`src/hdl/gss_pkg.sv`:
```
package gss_pkg;

    localparam int OP_W     = 4;
    localparam int MIN_W    = 10;
    localparam int LIMIT_W  = 5;
    localparam int BATT_W   = 8;
    localparam int NOTICE_W = 3;
    localparam int TO_W     = 17;
    localparam int HO_W     = 11;
    localparam int CFG_IDX_W = 2;

    localparam int TICKS_PER_SECOND_DEF = 2;

    localparam logic [OP_W-1:0] OP_TICK       = 4'd0;
    localparam logic [OP_W-1:0] OP_MANUAL_ON  = 4'd1;
    localparam logic [OP_W-1:0] OP_MANUAL_OFF = 4'd2;
    localparam logic [OP_W-1:0] OP_REMOTE_ON  = 4'd3;
    localparam logic [OP_W-1:0] OP_REMOTE_OFF = 4'd4;
    localparam logic [OP_W-1:0] OP_BUS_ON     = 4'd5;
    localparam logic [OP_W-1:0] OP_BUS_OFF    = 4'd6;
    localparam logic [OP_W-1:0] OP_SCHED_ON   = 4'd7;
    localparam logic [OP_W-1:0] OP_SCHED_OFF  = 4'd8;

    localparam logic [NOTICE_W-1:0] NOTICE_NONE     = 3'd0;
    localparam logic [NOTICE_W-1:0] NOTICE_IGNORED  = 3'd1;
    localparam logic [NOTICE_W-1:0] NOTICE_STARTED  = 3'd2;
    localparam logic [NOTICE_W-1:0] NOTICE_AT_LIMIT = 3'd3;
    localparam logic [NOTICE_W-1:0] NOTICE_STOPPED  = 3'd4;

    localparam logic [CFG_IDX_W-1:0] CFG_REMOTE_RUN  = 2'd0;
    localparam logic [CFG_IDX_W-1:0] CFG_LOWBATT_RUN = 2'd1;
    localparam logic [CFG_IDX_W-1:0] CFG_TEST_RUN    = 2'd2;
    localparam logic [CFG_IDX_W-1:0] CFG_BATT_LIMIT  = 2'd3;

    localparam logic [MIN_W-1:0]   RUN_MINUTES_MAX   = 10'd600;
    localparam logic [MIN_W-1:0]   REMOTE_RUN_RESET  = 10'd10;
    localparam logic [LIMIT_W-1:0] BATT_LIMIT_RESET  = 5'd10;
    localparam logic [LIMIT_W-1:0] BATT_LIMIT_MIN    = 5'd10;
    localparam logic [LIMIT_W-1:0] BATT_LIMIT_MAX    = 5'd30;
    localparam logic [TO_W-1:0]    TIMEOUT_MAX       = 17'd131071;
    localparam logic [HO_W-1:0]    HOLDOFF_MAX       = 11'd2047;

    localparam int RUN_LOSS_TICKS = 10;

endpackage

```
`src/hdl/generator_start_supervisor.sv`:
```
// channel   direction  handshake            payload
// s_        in         s_valid / s_ready    opcode, manual_mode, run_sense, battery_level
// m_        out        m_valid / m_ready    start_relay, out_positive, out_negative,
//                                           is_running, fail_alarm, notice
// cfg_      in         cfg_valid / cfg_ready  cfg_index, cfg_data (always ready)
//
// one transaction per cycle sustained while m_ready stays high; s_ to m_ passes
// through the input register, then the state update into the result register
// reset is synchronous on aresetn; state and configuration go to defaults
// a stalled m_ side holds the result; s_ takes one more transaction into the
// input register while the result waits, then stalls until m_ready
module generator_start_supervisor #(
    parameter int TICKS_PER_SECOND = gss_pkg::TICKS_PER_SECOND_DEF
) (
    input  logic                           aclk,
    input  logic                           aresetn,

    input  logic                           s_valid,
    output logic                           s_ready,
    input  logic [gss_pkg::OP_W-1:0]       s_opcode,
    input  logic                           s_manual_mode,
    input  logic                           s_run_sense,
    input  logic [gss_pkg::BATT_W-1:0]     s_battery_level,

    output logic                           m_valid,
    input  logic                           m_ready,
    output logic                           m_start_relay,
    output logic                           m_out_positive,
    output logic                           m_out_negative,
    output logic                           m_is_running,
    output logic                           m_fail_alarm,
    output logic [gss_pkg::NOTICE_W-1:0]   m_notice,

    input  logic                           cfg_valid,
    output logic                           cfg_ready,
    input  logic [gss_pkg::CFG_IDX_W-1:0]  cfg_index,
    input  logic [gss_pkg::MIN_W-1:0]      cfg_data
);
    import gss_pkg::*;

    localparam int T10 = 10 * TICKS_PER_SECOND;
    localparam int T20 = 20 * TICKS_PER_SECOND;
    localparam int T30 = 30 * TICKS_PER_SECOND;
    localparam int PC_W = $clog2(T30 + 1);
    localparam int TPM = 60 * TICKS_PER_SECOND;
    localparam int TO_RAW_W = MIN_W + $clog2(TPM + 1);
    localparam int TO_PROD_W = (TO_RAW_W > TO_W) ? TO_RAW_W : TO_W;
    localparam int HO_RAW_W = MIN_W + $clog2(TICKS_PER_SECOND + 1);
    localparam int HO_PROD_W = (HO_RAW_W > HO_W) ? HO_RAW_W : HO_W;

    // configuration
    logic [MIN_W-1:0]   remote_min_reg;
    logic [MIN_W-1:0]   lowbatt_min_reg;
    logic [MIN_W-1:0]   test_min_reg;
    logic [LIMIT_W-1:0] batt_limit_reg;

    // input register
    logic               in_valid_reg;
    logic [OP_W-1:0]    in_op_reg;
    logic               in_manual_reg;
    logic               in_sense_reg;
    logic [BATT_W-1:0]  in_batt_reg;

    // supervisor state
    logic               contact_reg, contact_next;
    logic               running_reg, running_next;
    logic               alarm_reg, alarm_next;
    logic               pos_reg, pos_next;
    logic               neg_reg, neg_next;
    logic [PC_W-1:0]    phase_reg, phase_next;
    logic [TO_W-1:0]    tleft_reg, tleft_next;
    logic               armed_reg, armed_next;
    logic               is_test_reg, is_test_next;
    logic [HO_W-1:0]    holdoff_reg, holdoff_next;
    logic [NOTICE_W-1:0] notice_next;

    // result register
    logic               out_valid_reg;
    logic               res_relay_reg;
    logic               res_pos_reg;
    logic               res_neg_reg;
    logic               res_running_reg;
    logic               res_alarm_reg;
    logic [NOTICE_W-1:0] res_notice_reg;

    logic advance;
    logic do_step;

    logic [MIN_W-1:0]     remote_clamp, test_clamp, lowbatt_clamp;
    logic [TO_PROD_W-1:0] remote_prod, test_prod, lowbatt_prod;
    logic [TO_W-1:0]      remote_ticks, test_ticks, lowbatt_ticks;
    logic [HO_PROD_W-1:0] holdoff_prod;
    logic [HO_W-1:0]      holdoff_load;
    logic [LIMIT_W-1:0]   batt_lim;

    assign advance   = !out_valid_reg || m_ready;
    assign do_step   = in_valid_reg && advance;
    assign s_ready   = !in_valid_reg || advance;
    assign cfg_ready = 1'b1;

    always_comb begin
        remote_clamp  = (remote_min_reg > RUN_MINUTES_MAX) ? RUN_MINUTES_MAX : remote_min_reg;
        test_clamp    = (test_min_reg > RUN_MINUTES_MAX) ? RUN_MINUTES_MAX : test_min_reg;
        lowbatt_clamp = (lowbatt_min_reg > RUN_MINUTES_MAX) ? RUN_MINUTES_MAX : lowbatt_min_reg;
        remote_prod   = TO_PROD_W'(remote_clamp) * TO_PROD_W'(TPM);
        test_prod     = TO_PROD_W'(test_clamp) * TO_PROD_W'(TPM);
        lowbatt_prod  = TO_PROD_W'(lowbatt_clamp) * TO_PROD_W'(TPM);
        remote_ticks  = (remote_prod > TO_PROD_W'(TIMEOUT_MAX)) ? TIMEOUT_MAX
                                                                : remote_prod[TO_W-1:0];
        test_ticks    = (test_prod > TO_PROD_W'(TIMEOUT_MAX)) ? TIMEOUT_MAX
                                                              : test_prod[TO_W-1:0];
        lowbatt_ticks = (lowbatt_prod > TO_PROD_W'(TIMEOUT_MAX)) ? TIMEOUT_MAX
                                                                 : lowbatt_prod[TO_W-1:0];
        holdoff_prod  = HO_PROD_W'(lowbatt_min_reg) * HO_PROD_W'(TICKS_PER_SECOND);
        holdoff_load  = (holdoff_prod > HO_PROD_W'(HOLDOFF_MAX)) ? HOLDOFF_MAX
                                                                 : holdoff_prod[HO_W-1:0];
        if (batt_limit_reg < BATT_LIMIT_MIN) begin
            batt_lim = BATT_LIMIT_MIN;
        end else if (batt_limit_reg > BATT_LIMIT_MAX) begin
            batt_lim = BATT_LIMIT_MAX;
        end else begin
            batt_lim = batt_limit_reg;
        end
    end

    always_comb begin
        logic            tick;
        logic [OP_W-1:0] ev;
        logic            fail;

        contact_next = contact_reg;
        running_next = running_reg;
        alarm_next   = alarm_reg;
        pos_next     = pos_reg;
        neg_next     = neg_reg;
        phase_next   = phase_reg;
        tleft_next   = tleft_reg;
        armed_next   = armed_reg;
        is_test_next = is_test_reg;
        holdoff_next = holdoff_reg;
        notice_next  = NOTICE_NONE;
        fail         = 1'b0;

        tick = (in_op_reg == OP_TICK);
        ev   = in_op_reg;

        // run timeout countdown, expiry turns into an off command
        if (tick && armed_reg) begin
            if (tleft_reg != '0) begin
                tleft_next = tleft_reg - 1'b1;
            end
            if (tleft_next == '0) begin
                armed_next = 1'b0;
                ev = is_test_reg ? OP_SCHED_OFF : OP_REMOTE_OFF;
            end
        end

        case (ev)
            OP_MANUAL_ON: begin
                contact_next = 1'b1;
            end
            OP_MANUAL_OFF: begin
                contact_next = 1'b0;
                alarm_next   = 1'b0;
            end
            OP_REMOTE_ON: begin
                if (in_manual_reg) begin
                    notice_next = NOTICE_IGNORED;
                end else begin
                    if (!contact_reg) begin
                        tleft_next   = remote_ticks;
                        armed_next   = 1'b1;
                        is_test_next = 1'b0;
                        contact_next = 1'b1;
                        alarm_next   = 1'b0;
                    end
                    notice_next = (remote_min_reg >= RUN_MINUTES_MAX) ? NOTICE_AT_LIMIT
                                                                      : NOTICE_STARTED;
                end
            end
            OP_REMOTE_OFF: begin
                if (in_manual_reg) begin
                    notice_next = NOTICE_IGNORED;
                end else begin
                    contact_next = 1'b0;
                    notice_next  = NOTICE_STOPPED;
                end
            end
            OP_BUS_ON: begin
                if (!in_manual_reg && !contact_reg) begin
                    tleft_next   = remote_ticks;
                    armed_next   = 1'b1;
                    is_test_next = 1'b0;
                    contact_next = 1'b1;
                    alarm_next   = 1'b0;
                end
            end
            OP_BUS_OFF: begin
                if (!in_manual_reg) begin
                    contact_next = 1'b0;
                end
            end
            OP_SCHED_ON: begin
                if (!in_manual_reg && !contact_reg) begin
                    contact_next = 1'b1;
                    tleft_next   = test_ticks;
                    armed_next   = 1'b1;
                    is_test_next = 1'b1;
                end
            end
            OP_SCHED_OFF: begin
                contact_next = 1'b0;
            end
            default: begin
            end
        endcase

        if (tick) begin
            // start sequence and run watch
            if (contact_next) begin
                if (!running_reg) begin
                    if (phase_reg == PC_W'(T10)) begin
                        neg_next   = 1'b1;
                        pos_next   = 1'b0;
                        phase_next = phase_reg + 1'b1;
                    end else if (phase_reg == PC_W'(T30)) begin
                        fail = 1'b1;
                    end else if (phase_reg > PC_W'(T20)) begin
                        if (in_sense_reg) begin
                            running_next = 1'b1;
                            phase_next   = '0;
                            alarm_next   = 1'b0;
                            pos_next     = 1'b1;
                            neg_next     = 1'b1;
                        end else begin
                            phase_next = phase_reg + 1'b1;
                        end
                    end else begin
                        phase_next = phase_reg + 1'b1;
                    end
                end else begin
                    if (in_sense_reg) begin
                        phase_next = '0;
                    end else begin
                        phase_next = phase_reg + 1'b1;
                        if (phase_next == PC_W'(RUN_LOSS_TICKS)) begin
                            fail = 1'b1;
                        end
                    end
                end
                if (fail) begin
                    alarm_next   = 1'b1;
                    running_next = 1'b0;
                    contact_next = 1'b0;
                    pos_next     = 1'b0;
                    neg_next     = 1'b0;
                    phase_next   = '0;
                    armed_next   = 1'b0;
                end
            end else begin
                running_next = 1'b0;
                phase_next   = '0;
            end

            // low battery automatic start
            if (lowbatt_min_reg != '0 && !contact_next) begin
                if (in_batt_reg < BATT_W'(batt_lim) && in_batt_reg != '0 &&
                    holdoff_reg == '0) begin
                    holdoff_next = holdoff_load;
                    if (!in_manual_reg && !alarm_next) begin
                        contact_next = 1'b1;
                        tleft_next   = lowbatt_ticks;
                        armed_next   = 1'b1;
                        is_test_next = 1'b0;
                    end
                end else if (holdoff_reg != '0) begin
                    holdoff_next = holdoff_reg - 1'b1;
                end
            end
        end

        if (!contact_next) begin
            running_next = 1'b0;
            phase_next   = '0;
            pos_next     = 1'b0;
            neg_next     = 1'b0;
        end
    end

    always_ff @(posedge aclk) begin
        if (!aresetn) begin
            remote_min_reg  <= REMOTE_RUN_RESET;
            lowbatt_min_reg <= '0;
            test_min_reg    <= '0;
            batt_limit_reg  <= BATT_LIMIT_RESET;
        end else if (cfg_valid && cfg_ready) begin
            case (cfg_index)
                CFG_REMOTE_RUN:  remote_min_reg  <= cfg_data;
                CFG_LOWBATT_RUN: lowbatt_min_reg <= cfg_data;
                CFG_TEST_RUN:    test_min_reg    <= cfg_data;
                CFG_BATT_LIMIT:  batt_limit_reg  <= cfg_data[LIMIT_W-1:0];
                default: begin
                end
            endcase
        end
    end

    always_ff @(posedge aclk) begin
        if (!aresetn) begin
            in_valid_reg  <= 1'b0;
            out_valid_reg <= 1'b0;
            contact_reg   <= 1'b0;
            running_reg   <= 1'b0;
            alarm_reg     <= 1'b0;
            pos_reg       <= 1'b0;
            neg_reg       <= 1'b0;
            phase_reg     <= '0;
            tleft_reg     <= '0;
            armed_reg     <= 1'b0;
            is_test_reg   <= 1'b0;
            holdoff_reg   <= '0;
        end else begin
            if (s_ready) begin
                in_valid_reg <= s_valid;
            end
            if (advance) begin
                out_valid_reg <= in_valid_reg;
            end
            if (do_step) begin
                contact_reg <= contact_next;
                running_reg <= running_next;
                alarm_reg   <= alarm_next;
                pos_reg     <= pos_next;
                neg_reg     <= neg_next;
                phase_reg   <= phase_next;
                tleft_reg   <= tleft_next;
                armed_reg   <= armed_next;
                is_test_reg <= is_test_next;
                holdoff_reg <= holdoff_next;
            end
        end
    end

    always_ff @(posedge aclk) begin
        if (s_valid && s_ready) begin
            in_op_reg     <= s_opcode;
            in_manual_reg <= s_manual_mode;
            in_sense_reg  <= s_run_sense;
            in_batt_reg   <= s_battery_level;
        end
        if (do_step) begin
            res_relay_reg   <= contact_next;
            res_pos_reg     <= pos_next;
            res_neg_reg     <= neg_next;
            res_running_reg <= running_next;
            res_alarm_reg   <= alarm_next;
            res_notice_reg  <= notice_next;
        end
    end

    assign m_valid        = out_valid_reg;
    assign m_start_relay  = res_relay_reg;
    assign m_out_positive = res_pos_reg;
    assign m_out_negative = res_neg_reg;
    assign m_is_running   = res_running_reg;
    assign m_fail_alarm   = res_alarm_reg;
    assign m_notice       = res_notice_reg;

`ifndef SYNTHESIS
    // outputs and run flag only live while the contact is on
    a_contact_off_clears: assert property (@(posedge aclk) disable iff (!aresetn)
        !contact_reg |-> (!pos_reg && !neg_reg && !running_reg && phase_reg == '0))
        else $error("state active with contact off");

    // positive lead is only connected together with the negative lead
    a_pos_needs_neg: assert property (@(posedge aclk) disable iff (!aresetn)
        pos_reg |-> neg_reg)
        else $error("positive output without negative output");

    // run loss counter never reaches the failure count while running
    a_run_loss_bound: assert property (@(posedge aclk) disable iff (!aresetn)
        running_reg |-> (phase_reg < PC_W'(RUN_LOSS_TICKS)))
        else $error("run loss counter out of range");

    // a stepped transaction always produces a result
    a_step_gives_result: assert property (@(posedge aclk) disable iff (!aresetn)
        do_step |=> m_valid)
        else $error("result missing after state update");

    // state moves only when a transaction is processed
    a_state_holds: assert property (@(posedge aclk) disable iff (!aresetn)
        !do_step |=> ($stable(contact_reg) && $stable(holdoff_reg) && $stable(tleft_reg)))
        else $error("state changed without a transaction");
`endif

endmodule

```
`config.mk`:
```
export PLATFORM = sky130hd
export DESIGN_NAME = generator_start_supervisor
export DESIGN_NICKNAME = d
export VERILOG_FILES = /design/src/hdl/gss_pkg.sv /design/src/hdl/generator_start_supervisor.sv
export SDC_FILE = /design/constraint.sdc
export NUM_CORES = 1
export LEC_CHECK = 0
export BUFFER_PORTS_ARGS = -buffer_cell sky130_fd_sc_hd__buf_2
export CORE_ASPECT_RATIO = 1.5
export CORE_MARGIN = 3
export CORE_UTILIZATION = 23
export CTS_CLUSTER_DIAMETER = 100
export DETAILED_ROUTE_END_ITERATION = 8
export GPL_TIMING_DRIVEN = 1
export PLACE_DENSITY = 0.34
export SLEW_MARGIN = 20
export SYNTH_ARGS = -nofsm -noshare
export SYNTH_HDL_FRONTEND = slang
export SYNTH_SLANG_ARGS = --single-unit
```
`constraint.sdc`:
```
create_clock -name aclk -period 4.75 [get_ports aclk]
set_input_delay 0.2375 -clock aclk [delete_from_list [all_inputs] [get_ports aclk]]
set_output_delay 0.2375 -clock aclk [all_outputs]
set_load 0.02 [all_outputs]
```
After elaboration in Yosys (flattened, before gate mapping)

Index checks and enable logic that the tools add are counted.

Add/sub/neg operators: 3
$mul: 3
$lt $le $gt $ge: 12
Equal/unequal tests: 16
Muxes and demuxes: 118
Reduce and logical (&&, ||, !) cells: 34

Operator list:

| cell                                                   | count |
|---|---|
| 2-to-1 mux 17 bit                                      | 14 |
| 2-to-1 mux 1 bit                                       | 76 |
| 2-to-1 mux 6 bit                                       | 9 |
| greater-than comparator 17 bit (second input constant) | 3 |
| case mux 17 bit (3 select lines)                       | 1 |
| multiplier 10 x 4 -> 14 bit (second input constant)    | 3 |
| 2-to-1 mux 11 bit                                      | 3 |
| greater-than comparator 10 bit (second input constant) | 3 |
| 2-to-1 mux 10 bit                                      | 3 |
| logical NOT 17 bit                                     | 1 |
| nonzero test 17 bit                                    | 1 |
| subtractor 17 x 1 -> 17 bit (second input constant)    | 1 |
| == test 4 x 3 -> 1 bit (second input constant)         | 4 |
| 2-to-1 mux 4 bit                                       | 3 |
| greater-than comparator 11 bit (second input constant) | 1 |
| logical NOT 11 bit                                     | 1 |
| nonzero test 11 bit                                    | 1 |
| subtractor 11 x 1 -> 11 bit (second input constant)    | 1 |
| >= comparator 10 bit (second input constant)           | 1 |
| 2-to-1 mux 5 bit                                       | 2 |
| nonzero test 10 bit                                    | 1 |
| == test 4 x 2 -> 1 bit (second input constant)         | 2 |
| logical AND 1 bit                                      | 8 |
| < comparator 8 x 5 -> 1 bit                            | 1 |
| other kinds (29)                                       | 42 |

Register bits: 100
Bits of input ports: 31
Output and inout bits: 11
Logic and storage cells: 212

Depth between registers and ports, before layout

Gate-level depths: netlist of run 1.

Word-level depth: 24
Mapped depth: 19
Mapped depth without buffers: 19

Worst setup path after synthesis of run 1

Ideal clock, no wire load.

Path kind: register to register
From: register remote_min_reg[4]
To: register tleft_reg[14]
Library setup time: 0.070 ns
Data arrival time: 4.150 ns
Required time: 4.680 ns
Slack: 0.531 ns
Stages on the path, launching flop included: 20
Buffers on the path: 0
Period minus slack after synthesis: 4.219 ns
Cells stage by stage: dfxtp_1 > a21oi_1 > o21ai_0 > nand2_1 > a31o_2 > nand2b_1 > inv_1 > fa_1 > inv_1 > fa_1 > ha_1 > o21a_1 > a2111oi_0 > nor3_1 > a311oi_1 > xor2_1 > o22ai_1 > a31oi_1 > mux2_2 > a21oi_1

Cells in the longest elaborated chain, start to end: 12
Elaborated cells between the ends (all ways): 13
Classes of those cells: mul: 1; order compare: 2; mux: 10

Ends and longest elaborated chain:

| item                                 | line                              | source |
|---|---|---|
| from (decl)                          | generator_start_supervisor.sv:52  | `logic [MIN_W-1:0] remote_min_reg;` |
| from (signal assigned)               | generator_start_supervisor.sv:298 | `CFG_REMOTE_RUN: remote_min_reg <= cfg_data;` |
| greater-than comparator 10 bit       | generator_start_supervisor.sv:102 | `remote_clamp = (remote_min_reg > RUN_MINUTES_MAX) ? RUN_MINUTES_MAX : remote_min_reg;` |
| 2-to-1 mux 10 bit (*)                | generator_start_supervisor.sv:102 |  |
| multiplier 10 x 4 -> 14 bit (*)      | generator_start_supervisor.sv:105 | `remote_prod = TO_PROD_W'(remote_clamp) * TO_PROD_W'(TPM);` |
| greater-than comparator 17 bit       | generator_start_supervisor.sv:108 | `remote_ticks = (remote_prod > TO_PROD_W'(TIMEOUT_MAX)) ? TIMEOUT_MAX` |
| 2-to-1 mux 17 bit (*)                | generator_start_supervisor.sv:108 |  |
| 2-to-1 mux 17 bit                    | generator_start_supervisor.sv:170 | `if (!contact_reg) begin` |
| 2-to-1 mux 17 bit                    | generator_start_supervisor.sv:167 | `if (in_manual_reg) begin` |
| case mux 17 bit (3 select lines) (*) | generator_start_supervisor.sv:158 | `case (ev)` |
| 2-to-1 mux 17 bit                    | generator_start_supervisor.sv:270 | `if (!in_manual_reg && !alarm_next) begin` |
| 2-to-1 mux 17 bit                    | generator_start_supervisor.sv:267 | `if (in_batt_reg < BATT_W'(batt_lim) && in_batt_reg != '0 &&` |
| 2-to-1 mux 17 bit                    | generator_start_supervisor.sv:266 | `if (lowbatt_min_reg != '0 && !contact_next) begin` |
| 2-to-1 mux 17 bit (*)                | generator_start_supervisor.sv:218 | `if (tick) begin` |
| to (signal assigned)                 | generator_start_supervisor.sv:336 | `tleft_reg <= tleft_next;` |
| to (decl)                            | generator_start_supervisor.sv:71  | `logic [TO_W-1:0] tleft_reg, tleft_next;` |

Mark *: on every way between the ends. The rest lies on a longest branch, timed or not.
A chain may end at the register's enable or synchronous reset.

Worst setup path after layout of run 1

From: register test_min_reg[0]
To: register tleft_reg[16]

Cells in the longest elaborated chain, start to end: 11

Ends and longest elaborated chain:

| item                                 | line                              | source |
|---|---|---|
| from (decl)                          | generator_start_supervisor.sv:54  | `logic [MIN_W-1:0] test_min_reg;` |
| from (signal assigned)               | generator_start_supervisor.sv:300 | `CFG_TEST_RUN: test_min_reg <= cfg_data;` |
| greater-than comparator 10 bit       | generator_start_supervisor.sv:103 | `test_clamp = (test_min_reg > RUN_MINUTES_MAX) ? RUN_MINUTES_MAX : test_min_reg;` |
| 2-to-1 mux 10 bit (*)                | generator_start_supervisor.sv:103 |  |
| multiplier 10 x 4 -> 14 bit (*)      | generator_start_supervisor.sv:106 | `test_prod = TO_PROD_W'(test_clamp) * TO_PROD_W'(TPM);` |
| greater-than comparator 17 bit       | generator_start_supervisor.sv:110 | `test_ticks = (test_prod > TO_PROD_W'(TIMEOUT_MAX)) ? TIMEOUT_MAX` |
| 2-to-1 mux 17 bit (*)                | generator_start_supervisor.sv:110 |  |
| 2-to-1 mux 17 bit (*)                | generator_start_supervisor.sv:204 | `if (!in_manual_reg && !contact_reg) begin` |
| case mux 17 bit (3 select lines) (*) | generator_start_supervisor.sv:158 |  |
| 2-to-1 mux 17 bit                    | generator_start_supervisor.sv:270 |  |
| 2-to-1 mux 17 bit                    | generator_start_supervisor.sv:267 |  |
| 2-to-1 mux 17 bit                    | generator_start_supervisor.sv:266 |  |
| 2-to-1 mux 17 bit (*)                | generator_start_supervisor.sv:218 |  |

Marks and branches as above.

==> results.md, run 1 <==
* CTS Buf Count at 9
* Power Density at between 200 and 250 nW/um^2
* Worst-path maximum fanout at 7
* WL final at between 20000 and 30000 um
* Post-synthesis cell count at 1015
* R2R setup slack at roughly 0.26 ns
* Crit path launch: test_min_reg[0]
* Largest area contributor in the synthesized netlist: dfxtp_1
* Post-synth top flop: dfxtp_1
* Final period utilization at 94.53%
* Sequential area share after synthesis at about 26%
* Post-route cell area at 10030 sq um
* Number of synthesized register bits at 100
* CP Capture Point: tleft_reg[16]
* Post-Synth Adder-Cell Area at 20.69%
* Synth Area in Simple Gates at 19.91%
* Share of cells above drive strength 1 at approximately 14%
* First-pass GRT wire length at 45060 um
* Largest family of logic cells by synthesized area: adder cells
* Dpl ws at 0.1525 ns
* Detail Route Antenna Nets at 0
* Die width at around 160 um
* FF/Latch Area at around 2200 sq um
* Total track usage at approximately 15%
* Synth cell types at 79
* Gr ovfl total at 0
* Worst reg2reg path startpoint: test_min_reg[0]
* Initial antenna violation count at 0
* Post-synth net total at 1158
* Commonest non-fill, non-tap cell in the layout: inv_1
* Final setup fails at 0
* Ant. Diodes at 0
* Max Cap Viol at 0
* Final hold violations at 0
* Post-synth EDFFs at 22
* IO Pins at between 40 and 50
* CP Launch Type: flop
* Worst Slack Setup Final at roughly 0.26 ns
* Post-layout min period at approximately 4.5 ns
* P&R area growth vs syn at 16.33%
* Max H-tree Level at 3
* Clk pin slew, worst setup/hold paths at about 0.08 ns
* Hold_ws at between 0.03 and 0.04 ns
* Slew Limit Headroom at between 20% and 30%
* Placed Area at between 9000 and 10000 sq um
* Slew Viols, Final at 0
* CTS Buffer Depth at 2
* VDD IR max at ~0.15 mV
* Req. time, crit path at 5.01 ns
* # clock sinks at 100
* Core area at around 37000 sq um
* Die Span Y at about 240 um
* Nets at between 1000 and 1500
* RD Place Congestion at approximately 0.79
* Initial DRC Count at 397
* Row count at 86
* Worst Max-Slew Pin Slew at ~1.1 ns
* Port buffer count at 40
* Final Util at 27.17%
* Crit. End Element: flop
* Vias at 7547
* CTS tree: done
* # DRC at 0
* Root Buffer: clkbuf_16
* Largest net degree at the start of global routing at between 40 and 50
* R2R Path End: tleft_reg[16]
* Fill cell count at between 4000 and 5000
* Critical path class: reg -> reg
* XOR/XNOR Fraction of Synth Area at 3.962%
* Initial Util at a little under a quarter
* Worst reg-to-reg path cell count at 18
* Die area at 39890 sq um
* Number of global-route vias before repair at around 7800
* Compound-Gate Fraction of Synth Area at 19.02%
* Maximum clock frequency at between 200 and 250 MHz
* Mux cell area share after synthesis at 4.107%
* Clk_lat worst skew at about 0.38 ns
* Largest register FFs at 17
* Most frequent cells in the layout: inv_1 (94), nand2_1 (86), nor2_1 (85)
* Leakage at 0.004404 uW
* Yosys Warn Count at 0
* Synthesized area per cell at about 8.5 sq um
* Worst min-delay path category: in -> reg
* Synth top area share at a little under a fifth
* Asr flop ratio synth at 0%
* Hpwl dp at 23610 um
* Arrival time at the worst endpoint at approximately 4.8 ns
* Top cells by area, synth: dfxtp_1 (18%), fa_1 (12%), ha_1 (8.9%)
* Synth Cell Area at 8622 sq um
* Vias per cell at 4.819
* Status: complete, no violations
* Multi-input gate area at ~5900 sq um
* Layout Skew at 0.01292 ns
* TritonRoute pass-1 iters at 4
* Avg WL per Cell at roughly 19 um
-- metrics by stage --
stage | power (uW) | setup TNS (ns) | instances
after floorplan | 1331 | 0 | 1015
after global placement | 1534 | 0 | 1548
after detailed placement | 1533 | 0 | 1548
after CTS | 2328 | 0 | 1566
after global routing | 2401 | -0.02553 | 1566
final | 2279 | 0 | 1566
-- report_power, final --
group          internal (uW)  total (uW)  switching (uW)
logic                    229         575             346
registers                899         933            33.1
clock network            394         772             378
total                   1520        2280             757
-- what timing repair did --
action / CTS / global route
endpoints found under the setup margin: 0 / 5
endpoints found under the hold margin: 2 / 0
gates resized for setup: 0 / 16
setup buffers: 0 / 0
hold buffers: 2 / 0
-- critical path, stage by stage (launching register included) --
cell and delay, ns:
dfxtp_1 0.33, o311a_1 0.34, o21ai_0 0.19, a21oi_2 0.14, or2_2 0.36, inv_1 0.16, fa_1 0.43, inv_1 0.10
fa_1 0.42, ha_1 0.33, o21ai_0 0.08, nor2_1 0.09, o41a_1 0.35, a41o_1 0.28, o41ai_2 0.24, xor2_1 0.24
o22ai_1 0.11, nand2_1 0.10, a31oi_1 0.07
-- cells in the mapped netlist, drive strengths merged, types with 3 or more instances --
cell,instances
nor3b,3
o31a,4
nand4,7
o211ai,6
nor4,22
nor2,85
nand4b,3
or2,11
a2111oi,5
or4,8
clkbuf,37
o311ai,3
a21oi,59
xnor2,25
mux2,3
buf,10
xor2,14
a22oi,12
nand2,87
o22ai,12
and3,8
a211o,4
a22o,3
edfxtp,22
and2,6
or3,9
ha,61
o2111ai,4
a31oi,18
o21ai,51
o21a,7
o31ai,8
mux2i,32
inv,94
nand3,31
a21o,8
a211oi,8
fa,51
nand2b,12
nor3,28
nor2b,13
o41ai,8
dfxtp,78
-- area by class of cell --
cell class / instances / area share (%)
clock buffers: 11 / 2.532
clock inverters: 5 / 0.4117
inverters: 94 / 3.518
multi-input cells: 774 / 58.83
flip-flops and latches: 100 / 22.16
well taps: 484 / 6.038
repair buffers: 98 / 6.512
-- routing by layer --
metal	share of wire (%)	up-vias	GRT usage [%]
met4	2.2	0	4.680
met5	0	-	0
met1	39	3681	15.84
met2	57	96	29.01
met3	1.9	31	1.861
li1	-	3739	-
-- how the worst min path moves through the flow --
stage                       start              to  slack, ns  cells past startpoint
6_report       s_battery_level[5]  in_batt_reg[5]       0.03                      1
3_5_place_dp   s_battery_level[7]  in_batt_reg[7]       0.42                      1
3_3_place_gp   s_battery_level[3]  in_batt_reg[3]       0.42                      1
5_1_grt        s_battery_level[2]  in_batt_reg[2]       0.02                      1
4_1_cts        s_battery_level[5]  in_batt_reg[5]      0.002                      1
2_1_floorplan  s_battery_level[0]  in_batt_reg[0]       0.34                      0
-- kinds of logic (layout without fill, tap and decap cells) --
| family | Yosys count | after routing |
|---|---|---|
| other | 1 | 1 |
| XOR/XNOR | 39 | 39 |
| adder cells (fa/ha/maj) | 112 | 112 |
| multiplexers | 35 | 35 |
| AND/OR/NAND/NOR | 340 | 340 |
| buffers and inverters | 141 | 208 |
| flip-flops | 100 | 100 |
| AO/OA/AOI/OAI | 247 | 247 |
(Power assumes the default switching activity.)
==> run 2, diff against run 1 <==
MAX_ROUTING_LAYER = met4   (was not set)
REMOVE_ABC_BUFFERS = 1   (was not set)
clock period = 4.68 ns   (was 4.75 ns; I/O delays follow)
==> results.md, run 2 (synthesized netlist as in run 1, its figures left out) <==
* Status: complete, no violations
* First-pass GRT wire length at 43930 um
* Nets at roughly 1200
* Clk pin slew, worst setup/hold paths at ~0.080 ns
* CTS Buf Count at 9
* Root Buffer: clkbuf_16
* Vias per cell at between 4 and 5
* Worst Max-Slew Pin Slew at approximately 1.1 ns
* Leakage at about 0.0044 uW
* Placed Area at 9639 sq um
* Power Density at roughly 230 nW/um^2
* Post-layout min period at 4.388 ns
* CTS Buffer Depth at 2
* Share of cells above drive strength 1 at between 10 and 15%
* TritonRoute pass-1 iters at 5
* Hpwl dp at 22110 um
* Maximum clock frequency at 227.9 MHz
* IO Pins at between 40 and 50
* Row count at 86
* Largest net degree at the start of global routing at 48
* Slew Limit Headroom at 26.18%
* # clock sinks at 100
* Final hold violations at 0
* Post-route cell area at ~10000 sq um
* Most frequent cells in the layout: inv_1 (91), nand2_1 (86), nor2_1 (85)
* Initial Util at about a quarter
* Crit. End Element: flop
* Req. time, crit path at 4.93 ns
* VDD IR max at 0.1343 mV
* Die area at between 30000 and 40000 sq um
* WL final at roughly 28000 um
* Largest register FFs at 17
* Port buffer count at 40
* Number of global-route vias before repair at between 7000 and 8000
* # DRC at 0
* Worst-path maximum fanout at 7
* Gr ovfl total at 0
* Die Span Y at between 200 and 250 um
* CTS tree: done
* R2R setup slack at roughly 0.29 ns
* Die width at approximately 160 um
* Commonest non-fill, non-tap cell in the layout: inv_1
* Ant. Diodes at 0
* Clk_lat worst skew at approximately 0.38 ns
* Final period utilization at between 90% and 100%
* CP Launch Type: flop
* Core area at approximately 37000 sq um
* Max Cap Viol at 0
* Vias at 7445
* Layout Skew at roughly 0.015 ns
* Total track usage at between 10% and 20%
* RD Place Congestion at between 0.7 and 0.8
* Critical path class: reg -> reg
* Slew Viols, Final at 0
* Arrival time at the worst endpoint at between 4 and 5 ns
* Avg WL per Cell at 18.06 um
* Total Power at 2293 uW
* Worst min-delay path category: in -> reg
* Final setup fails at 0
* Initial DRC Count at 404
* Max H-tree Level at 3
* Initial antenna violation count at 0
* Detail Route Antenna Nets at 0
* P&R area growth vs syn at 16.14%
[run 2: layout make-up]
cell class	count	area [sq um]
well taps	484	605.6
repair buffers	95	613.1
multi-input cells	774	5927
fillers	4022	26890
flip-flops and latches	100	2223
clock inverters	7	66.31
clock buffers	9	225.2
inverters	94	352.8
[run 2: worst max-delay path: stages, from the launching register on]
cell and delay (ns):
dfxtp_2 0.38, o311a_1 0.16, o21ai_1 0.07, a21oi_2 0.27, nand2b_4 0.20, inv_1 0.09
fa_1 0.59, fa_1 0.44, ha_1 0.30, a211oi_1 0.20, nor2_1 0.11, o41a_1 0.35
a41o_1 0.29, o41ai_2 0.27, xor2_1 0.22, o22ai_1 0.11, nand2_1 0.11, a31oi_1 0.08
[run 2: report_power, final]
part | switching (uW) | internal (uW)
Sequential | 31.7 | 913
Clock | 394 | 375
Combinational | 348 | 231
[run 2: through the flow]
| step | utilization [%] | setup TNS, ns | setup slack [ns] | cells | hold WS, ns |
|---|---|---|---|---|---|
| 2_1_floorplan | - | 0 | 0.4319 | 968 | 0.2959 |
| 6_report | 27.13 | 0 | 0.2923 | 1563 | 0.02372 |
| 5_1_grt | 27.13 | -0.03499 | -0.03499 | 1563 | 0.004312 |
| 3_3_place_gp | 26.12 | 0 | 0.05290 | 1546 | 0.4109 |
| 4_1_cts | 26.91 | 0 | 0.01272 | 1562 | 0.0001847 |
| 3_5_place_dp | 26.12 | 0 | 0.04689 | 1546 | 0.4126 |
[run 2: final timing paths]
path / from / endpoint / cells past startpoint
max: test_min_reg[2] / tleft_reg[16] / 17
min: s_run_sense / in_sense_reg / 1
max reg2reg: test_min_reg[2] / tleft_reg[16] / 17
min reg2reg: test_min_reg[1] / test_min_reg[1] / 2
[run 2: metal layers]
metal	up-vias	part of all wire [%]	track usage, %
met5	-	0	-
met4	0	1.7	4.157
met3	25	1.6	1.537
met2	84	54	26.30
met1	3592	43	17.49
li1	3744	-	-
[run 2: timing repair]
action | CTS | global route
buffers inserted | 0 | 1
setup endpoints to repair | 0 | 5
hold buffers | 0 | 0
resized for setup | 0 | 23
